## src/rtl/core/smeu_pkg.sv

```systemverilog
// Package: opcodes, status codes and default sizes of the stack machine execute unit.
`timescale 1ns / 1ps
package smeu_pkg;
    localparam int STACK_DEPTH_DEF = 64;
    localparam int RET_DEPTH_DEF   = 16;
    localparam int RAM_WORDS_DEF   = 128;
    localparam int DATA_WIDTH_DEF  = 32;
    localparam int PC_WIDTH_DEF    = 16;

    localparam logic [4:0] OP_PUSH    = 5'd0;
    localparam logic [4:0] OP_ADD     = 5'd1;
    localparam logic [4:0] OP_SUB     = 5'd2;
    localparam logic [4:0] OP_DIV     = 5'd3;
    localparam logic [4:0] OP_MUL     = 5'd4;
    localparam logic [4:0] OP_POP     = 5'd5;
    localparam logic [4:0] OP_OUT     = 5'd6;
    localparam logic [4:0] OP_JMP     = 5'd7;
    localparam logic [4:0] OP_JB      = 5'd8;
    localparam logic [4:0] OP_JBE     = 5'd9;
    localparam logic [4:0] OP_JA      = 5'd10;
    localparam logic [4:0] OP_JAE     = 5'd11;
    localparam logic [4:0] OP_JE      = 5'd12;
    localparam logic [4:0] OP_JNE     = 5'd13;
    localparam logic [4:0] OP_CALL    = 5'd14;
    localparam logic [4:0] OP_RET     = 5'd15;
    localparam logic [4:0] OP_IN      = 5'd16;
    localparam logic [4:0] OP_PUSHREG = 5'd17;
    localparam logic [4:0] OP_POPREG  = 5'd18;
    localparam logic [4:0] OP_PUSHRAM = 5'd19;
    localparam logic [4:0] OP_POPRAM  = 5'd20;
    localparam logic [4:0] OP_SQRT    = 5'd21;
    localparam logic [4:0] OP_NOROOTS = 5'd22;
    localparam logic [4:0] OP_ALLNUM  = 5'd23;
    localparam logic [4:0] OP_HLT     = 5'd24;

    localparam logic [3:0] ST_OK      = 4'd0;
    localparam logic [3:0] ST_HALTED  = 4'd1;
    localparam logic [3:0] ST_DIVZERO = 4'd2;
    localparam logic [3:0] ST_SQRTNEG = 4'd3;
    localparam logic [3:0] ST_RAMRNG  = 4'd4;
    localparam logic [3:0] ST_BADOP   = 4'd5;
    localparam logic [3:0] ST_UNDER   = 4'd6;
    localparam logic [3:0] ST_OVER    = 4'd7;
    localparam logic [3:0] ST_NOROOTS = 4'd8;
    localparam logic [3:0] ST_ALLNUM  = 4'd9;

    localparam logic [1:0] DIV_SDIV = 2'd0;
    localparam logic [1:0] DIV_MUL  = 2'd1;
    localparam logic [1:0] DIV_SQRT = 2'd2;

    typedef struct packed {
        logic       start;
        logic [1:0] mode;
    } ctl_t;
endpackage

```

## src/rtl/core/smeu_divsqrt.sv

```systemverilog
// Iterative unit: signed 2W/W divide, quotient by scale, and integer square root.
`timescale 1ns / 1ps
module smeu_divsqrt #(
    parameter int DATA_WIDTH = smeu_pkg::DATA_WIDTH_DEF
) (
    input  logic                        clk,
    input  logic                        rst_n,
    input  smeu_pkg::ctl_t              ctl,
    input  logic signed [2*DATA_WIDTH-1:0] num,
    input  logic signed [DATA_WIDTH:0]  den,
    output logic                        done,
    output logic [DATA_WIDTH-1:0]       result
);
    import smeu_pkg::*;
    localparam int NW = 2 * DATA_WIDTH;
    localparam int CW = $clog2(NW + 1);

    logic [1:0]          mode_reg;
    logic                busy_reg;
    logic [CW-1:0]       cnt_reg;
    logic [NW-1:0]       n_reg;
    logic [NW:0]         rem_reg;
    logic [NW-1:0]       q_reg;
    logic [DATA_WIDTH:0] d_reg;
    logic                neg_reg;
    logic [NW+1:0]       sqr_reg;
    logic [NW-1:0]       root_reg;

    logic [NW:0]   rem_sh;
    logic [NW+1:0] trial;
    logic [NW+1:0] sqr_sh;
    logic [NW-1:0] qneg;

    always_comb
    begin
        rem_sh = {rem_reg[NW-1:0], n_reg[NW-1]};
        sqr_sh = {sqr_reg[NW-1:0], n_reg[NW-1:NW-2]};
        trial  = {root_reg, 2'b01};
        qneg   = neg_reg ? (~q_reg + 1'b1) : q_reg;
        result = (mode_reg == DIV_SQRT) ? root_reg[DATA_WIDTH-1:0] : qneg[DATA_WIDTH-1:0];
    end

    always_ff @(posedge clk or negedge rst_n)
    begin
        if (!rst_n)
        begin
            busy_reg <= 1'b0;
            done     <= 1'b0;
            cnt_reg  <= '0;
            mode_reg <= DIV_SDIV;
        end
        else
        begin
            done <= 1'b0;
            if (ctl.start)
            begin
                busy_reg <= 1'b1;
                mode_reg <= ctl.mode;
                cnt_reg  <= (ctl.mode == DIV_SQRT) ? CW'(NW / 2) : CW'(NW);
            end
            else if (busy_reg)
            begin
                cnt_reg <= cnt_reg - 1'b1;
                if (cnt_reg == CW'(1))
                begin
                    busy_reg <= 1'b0;
                    done     <= 1'b1;
                end
            end
        end
    end

    always_ff @(posedge clk)
    begin
        if (ctl.start)
        begin
            neg_reg  <= num[NW-1] ^ den[DATA_WIDTH];
            n_reg    <= (ctl.mode == DIV_SQRT) ? num :
                        (num[NW-1] ? (~num + 1'b1) : num);
            d_reg    <= den[DATA_WIDTH] ? (~den + 1'b1) : den;
            rem_reg  <= '0;
            q_reg    <= '0;
            sqr_reg  <= '0;
            root_reg <= '0;
        end
        else if (busy_reg)
        begin
            if (mode_reg == DIV_SQRT)
            begin
                n_reg <= {n_reg[NW-3:0], 2'b00};
                if (sqr_sh >= trial)
                begin
                    sqr_reg  <= sqr_sh - trial;
                    root_reg <= {root_reg[NW-2:0], 1'b1};
                end
                else
                begin
                    sqr_reg  <= sqr_sh;
                    root_reg <= {root_reg[NW-2:0], 1'b0};
                end
            end
            else
            begin
                n_reg <= {n_reg[NW-2:0], 1'b0};
                if (rem_sh >= {{(NW-DATA_WIDTH){1'b0}}, d_reg})
                begin
                    rem_reg <= rem_sh - {{(NW-DATA_WIDTH){1'b0}}, d_reg};
                    q_reg   <= {q_reg[NW-2:0], 1'b1};
                end
                else
                begin
                    rem_reg <= rem_sh;
                    q_reg   <= {q_reg[NW-2:0], 1'b0};
                end
            end
        end
    end
endmodule

```

## config.mk

```make
export PLATFORM = sky130hd
export DESIGN_NAME = smeu_divsqrt
export DESIGN_NICKNAME = d
export VERILOG_FILES = /design/src/rtl/core/smeu_pkg.sv /design/src/rtl/core/smeu_divsqrt.sv
export SDC_FILE = /design/constraint.sdc
export NUM_CORES = 1
export LEC_CHECK = 0
export BUFFER_PORTS_ARGS = -buffer_cell sky130_fd_sc_hd__buf_4
export CAP_MARGIN = 20
export CELL_PAD_IN_SITES_DETAIL_PLACEMENT = 0
export CELL_PAD_IN_SITES_GLOBAL_PLACEMENT = 1
export CORE_MARGIN = 2
export CORE_UTILIZATION = 47
export CTS_CLUSTER_DIAMETER = 60
export DETAILED_ROUTE_END_ITERATION = 16
export PLACE_DENSITY_LB_ADDON = 0.1
export SETUP_SLACK_MARGIN = 0.2
export SYNTH_ARGS = -nofsm -noshare
export SYNTH_HDL_FRONTEND = slang
export SYNTH_SLANG_ARGS = --single-unit
```

## constraint.sdc

```tcl
create_clock -name clk -period 4.6 [get_ports clk]
set_input_delay 0.46 -clock clk [delete_from_list [all_inputs] [get_ports clk]]
set_output_delay 0.46 -clock clk [all_outputs]
set_load 0.03 [all_outputs]
```

## After elaboration in Yosys (flattened, before gate mapping)

Index checks and enable logic that the tools add are counted.

- Register bits after elaboration: 333
- Bits in latches: 0
- RAM bits: 0
- ROM bits: 0
- Bits of input ports: 102
- Output and inout bits: 33
- Word-level logic and storage cells: 52
- Memories: 0

- Add/subtract/negate cells: 6
- Multiply operators: 0
- Div/mod/pow operators: 0
- Magnitude comparators: 2
- Equality and inequality tests: 3
- Shift operators: 0
- Mux-type cells: 21
- Bitwise operators: 5
- Reductions and logical operators: 3

Operators with widths:

| kind | number |
|---|---|
| two-way mux 64 bit | 7 |
| two-way mux 32 bit | 3 |
| greater-or-equal comparator 66 bit | 1 |
| greater-or-equal comparator 65 x 33 -> 1 bit | 1 |
| adder 64 x 1 -> 64 bit, second input constant | 1 |
| NOT 64 bit | 1 |
| subtractor 64 x 33 -> 64 bit | 1 |
| subtractor 64 bit | 1 |
| adder 33 x 1 -> 33 bit, second input constant | 1 |
| NOT 33 bit | 1 |
| adder 32 x 1 -> 32 bit, second input constant | 1 |
| NOT 32 bit | 1 |
| two-way mux 7 bit | 3 |
| two-way mux 1 bit | 8 |
| equality test 7 x 1 -> 1 bit, second input constant | 1 |
| subtractor 7 x 1 -> 7 bit, second input constant | 1 |
| equality test 2 bit, second input constant | 2 |
| AND reduction 2 bit | 2 |
| nonzero test 2 bit | 1 |
| NOT 1 bit | 1 |
| bitwise XOR 1 bit | 1 |

## Longest topological paths before layout

- Depth after elaboration: 5
- Depth in mapped cells: 15
- Depth with buffers taken out: 13

## Worst setup path before layout

Ideal clock, no wire load.

- Path type: reg-to-output
- Start point: register q_reg[6]
- End point: output result[29]
- Arrival time: 3.490 ns
- Required time: 4.140 ns
- Setup slack: 0.650 ns
- Stages on the path, launching flop included: 10
- Path buffers: 1
- Cells stage by stage: dfxtp_1 -> clkbuf_1 -> nor4_1 -> nand4_1 -> or4_1 -> or4_1 -> or4_1 -> o41ai_1 -> xor2_1 -> o21ai_0

- Word-level cells in the longest chain between the ends: 4

Ends and longest elaborated chain:

| element | line | source |
|---|---|---|
| start, declared | smeu_divsqrt.sv:23 | `logic [NW-1:0] q_reg;` |
| start signal, assigned | smeu_divsqrt.sv:108 | `q_reg <= {q_reg[NW-2:0], 1'b1};` |
| start signal, assigned | smeu_divsqrt.sv:113 | `q_reg <= {q_reg[NW-2:0], 1'b0};` |
| NOT 32 bit | smeu_divsqrt.sv:39 | `qneg = neg_reg ? (~q_reg + 1'b1) : q_reg;` |
| adder 32 x 1 -> 32 bit | smeu_divsqrt.sv:39 |  |
| two-way mux 32 bit | smeu_divsqrt.sv:39 |  |
| two-way mux 32 bit | smeu_divsqrt.sv:40 | `result = (mode_reg == DIV_SQRT) ? root_reg[DATA_WIDTH-1:0] : qneg[DATA_WIDTH-1:0];` |
| end, declared | smeu_divsqrt.sv:12 | `output logic [DATA_WIDTH-1:0] result` |

Every way passes these cells.

## Worst setup path after layout

- Start point: register q_reg[3]
- End point: output result[31]

Same word-level chain as after synthesis.

==> flow_summary.json <==
{
  "syn_nets": 3117,
  "ys_ff_latch": 333,
  "fill_cells": 4613,
  "synth_ff_type": "dfxtp_1",
  "grt_max_degree": 169,
  "hold_end": "d_reg[0]",
  "cp.required_ns": 4.14,
  "end_kind": "output pin",
  "ant_nets": 0,
  "setup_viol": 0,
  "grt_pass1_wl_microns": 99800,
  "multi_input_area_sq_mm": 0.0141,
  "io_pins": 135,
  "dp_cells": 3507,
  "clk_latency_ns": 0.59,
  "root_buffer": "clkbuf_16",
  "cts_buffers": 42,
  "hold_viol_final": 0,
  "avgSynthCellArea_sq_um": 7.87,
  "fmax_mhz": 235,
  "min_period_over_period_pct": 92.6,
  "status": "completed",
  "antenna_found_initial": 0,
  "synth_top_area_share_pct": 19.6,
  "cp.arrival_ns": 3.80,
  "drive_gt1_share_pct": 9.38,
  "grt-ovfl-total": 0,
  "worst-path-max-fanout": 6,
  "drv_cap": 0,
  "coreArea_sq_mm": 0.0479,
  "seq_area_frac_synth_pct": 33.6,
  "syn_inst": 2910,
  "avgRoutedWirePerCell_microns": 17.2,
  "powerDensity_mw_per_mm2": 572,
  "drcViolationCount": 0,
  "seqCellArea_sq_mm": 0.00770,
  "hold_start": "den[0]",
  "fin_skew_ns": 0.0209,
  "ir_worst_vdd_mv": 0.390,
  "ff2ff_path_depth": 13,
  "clk_path_buf_depth": 3,
  "synth_cell_types": 80,
  "hold_path_class": "in -> reg",
  "path_class": "reg -> out",
  "hold_depth": 1,
  "grt_setup_unrepaired": "no",
  "cp-start-kind": "flip-flop",
  "synth_largest_area_cell": "dfxtp_1",
  "firstDrtPassIters": 6,
  "tightest_slew_ns": 1.10,
  "syn_to_final_growth_pct": 12.8,
  "htree_levels": 2,
  "startpoint": "q_reg[3]",
  "cts_tree": "yes",
  "die-area_sq_mm": 0.0505,
  "regToRegStartpoint": "root_reg[0]",
  "gp_congestion": 0.897,
  "start_util_pct": 47.8,
  "num_vias": 20616,
  "grt_pass1_vias": 19693,
  "synth-edff-count": 98,
  "synth_area_leaders": "dfxtp_1 20%, edfxtp_1 13%, nand2_1 7.6%, a21oi_1 6.2%, o21ai_0 5.9%",
  "dp_hpwl_microns": 43800,
  "die_y_microns": 225,
  "regToRegSetupSlack_ns": 0.55,
  "r2r_end": "sqr_reg[37]",
  "wirelength_microns": 61500,
  "fin_setup_tns_ns": 0,
  "vias_per_cell": 5.75,
  "io_buffers": 134,
  "track_usage_pct": 23.9,
  "async_flop_share_pct": 3.30,
  "antenna_cells": 0,
  "row_count": 80,
  "synth_warnings": 0,
  "detail_route.iter0.violations": 1430,
  "p_leak_nw": 10.3,
  "fin_nets": 3146,
  "instances_no_fill": 3588,
  "clkTransAtPathRegs_ns": 0.06,
  "chipWidth_microns": 225,
  "fin_crit_ns": 4.26,
  "clock_sinks": 333,
  "drv_slew": 0,
  "syn_area_sq_mm": 0.0229,
  "relSlewSlack_pct": 26.6
}
[cell families after synthesis]
kind of cell / count (synthesis) / synth area share [%]
and+or+nand+nor: 949 / 19.0
adders and majority gates: 105 / 5.77
buffers and inverters: 319 / 5.35
xor gates and xnor gates: 229 / 8.76
muxes: 96 / 4.21
DFF: 333 / 33.6
AOI/OAI and AO/OA: 879 / 23.2
[cells in the final DEF (no fill, tap or decap), types with 44 or more instances in the layout]
cell type / netlist / routed
inv_1: 140 / 138
nor3_1: 47 / 47
edfxtp_1: 98 / 98
mux2i_1: 93 / 93
xor2_1: 88 / 88
a31oi_1: 44 / 44
ha_1: 104 / 103
o21ai_0: 271 / 270
a21oi_1: 282 / 282
buf_4: 2 / 158
dfxtp_1: 224 / 224
nor2_1: 176 / 176
xnor2_1: 141 / 141
nand2_1: 465 / 463
[synth_stat cells, types with 21 or more instances]
| cell | n |
|---|---|
| or4_1 | 32 |
| nor2_1 | 176 |
| clkbuf_1 | 158 |
| or3_1 | 24 |
| nand2b_1 | 21 |
| a21o_1 | 35 |
| nand3_1 | 33 |
| mux2i_1 | 93 |
| edfxtp_1 | 98 |
| nand2_1 | 465 |
| nand4_1 | 37 |
| o31ai_1 | 44 |
| xor2_1 | 88 |
| a31oi_1 | 44 |
| a21oi_1 | 282 |
| nor3_1 | 47 |
| ha_1 | 104 |
| dfxtp_1 | 224 |
| xnor2_1 | 141 |
| o21ai_0 | 271 |
| inv_1 | 140 |
| nor4_1 | 32 |
| a211oi_1 | 42 |
| o21bai_1 | 23 |
[area by class of cell]
cell class                      count  share of cell area (%)
Multi-Input combinational cell   2258                    54.4
Sequential cell                   333                    29.8
Timing Repair Buffer              163                    4.92
Clock buffer                       59                    4.71
Tap cell                          615                    2.98
Inverter                          141                    2.05
Clock inverter                     19                    1.09
[how the worst max path moves through the flow]
| stage | to | slack [ns] | depth (start not counted) |
|---|---|---|---|
| final | result[31] | 0.34 | 10 |
| after global placement | n_reg[60] | 0.38 | 11 |
| after global routing | result[31] | 0.16 | 10 |
| after detailed placement | n_reg[60] | 0.32 | 11 |
| after CTS | result[31] | 0.22 | 9 |
| after floorplan | result[29] | 0.65 | 9 |
[critical path, cell delays in order, from the launching register on]
cell,delay [ns]
dfxtp_1,0.39
nor4_4,0.27
buf_4,0.18
nand4_1,0.09
or4_1,0.48
or4_4,0.48
or4_1,0.53
o31ai_2,0.26
xor2_1,0.11
a21oi_1,0.22
buf_4,0.20
[layer usage]
metal  routed length (microns)  GRT usage, %  up-vias
met4                      1650          7.97        0
li1                          -             -    10454
met2                     29700          41.7      325
met1                     28300          30.7     9745
met3                      1880          2.64       92
met5                         0             0        -
[power breakdown]
part	internal [mW]	leakage [nW]	switching (mW)
registers	3.57	3.00	0.427
logic	2.90	6.56	4.36
clock network	2.15	0.735	1.38
[through the flow]
| step | power [mW] | worst slack (ns) | hold slack (ns) | instance area, sq um | utilization [%] |
|---|---|---|---|---|---|
| 2_1_floorplan | 9.44 | 0.650 | 0.164 | 22900 | - |
| 3_3_place_gp | 11.2 | 0.385 | 0.313 | 24200 | 50.6 |
| 3_5_place_dp | 11.2 | 0.319 | 0.314 | 24200 | 50.6 |
| 4_1_cts | 14.8 | 0.218 | 0.0599 | 25800 | 53.8 |
| 5_1_grt | 15.8 | 0.160 | 0.0848 | 25800 | 53.9 |
| 6_report | 14.8 | 0.342 | 0.0961 | 25800 | 53.9 |
[what timing repair did]
| action | 4_1_cts | 5_1_grt |
|---|---|---|
| gates resized for setup | 2 | 10 |
| hold buffers | 1 | 0 |
| pin swaps | 1 | 0 |
| setup buffers | 2 | 0 |
| endpoints found under the hold margin | 11 | 0 |
| setup endpoints to repair | 6 | 5 |
Note: power is estimated with default switching activity, not from simulation.
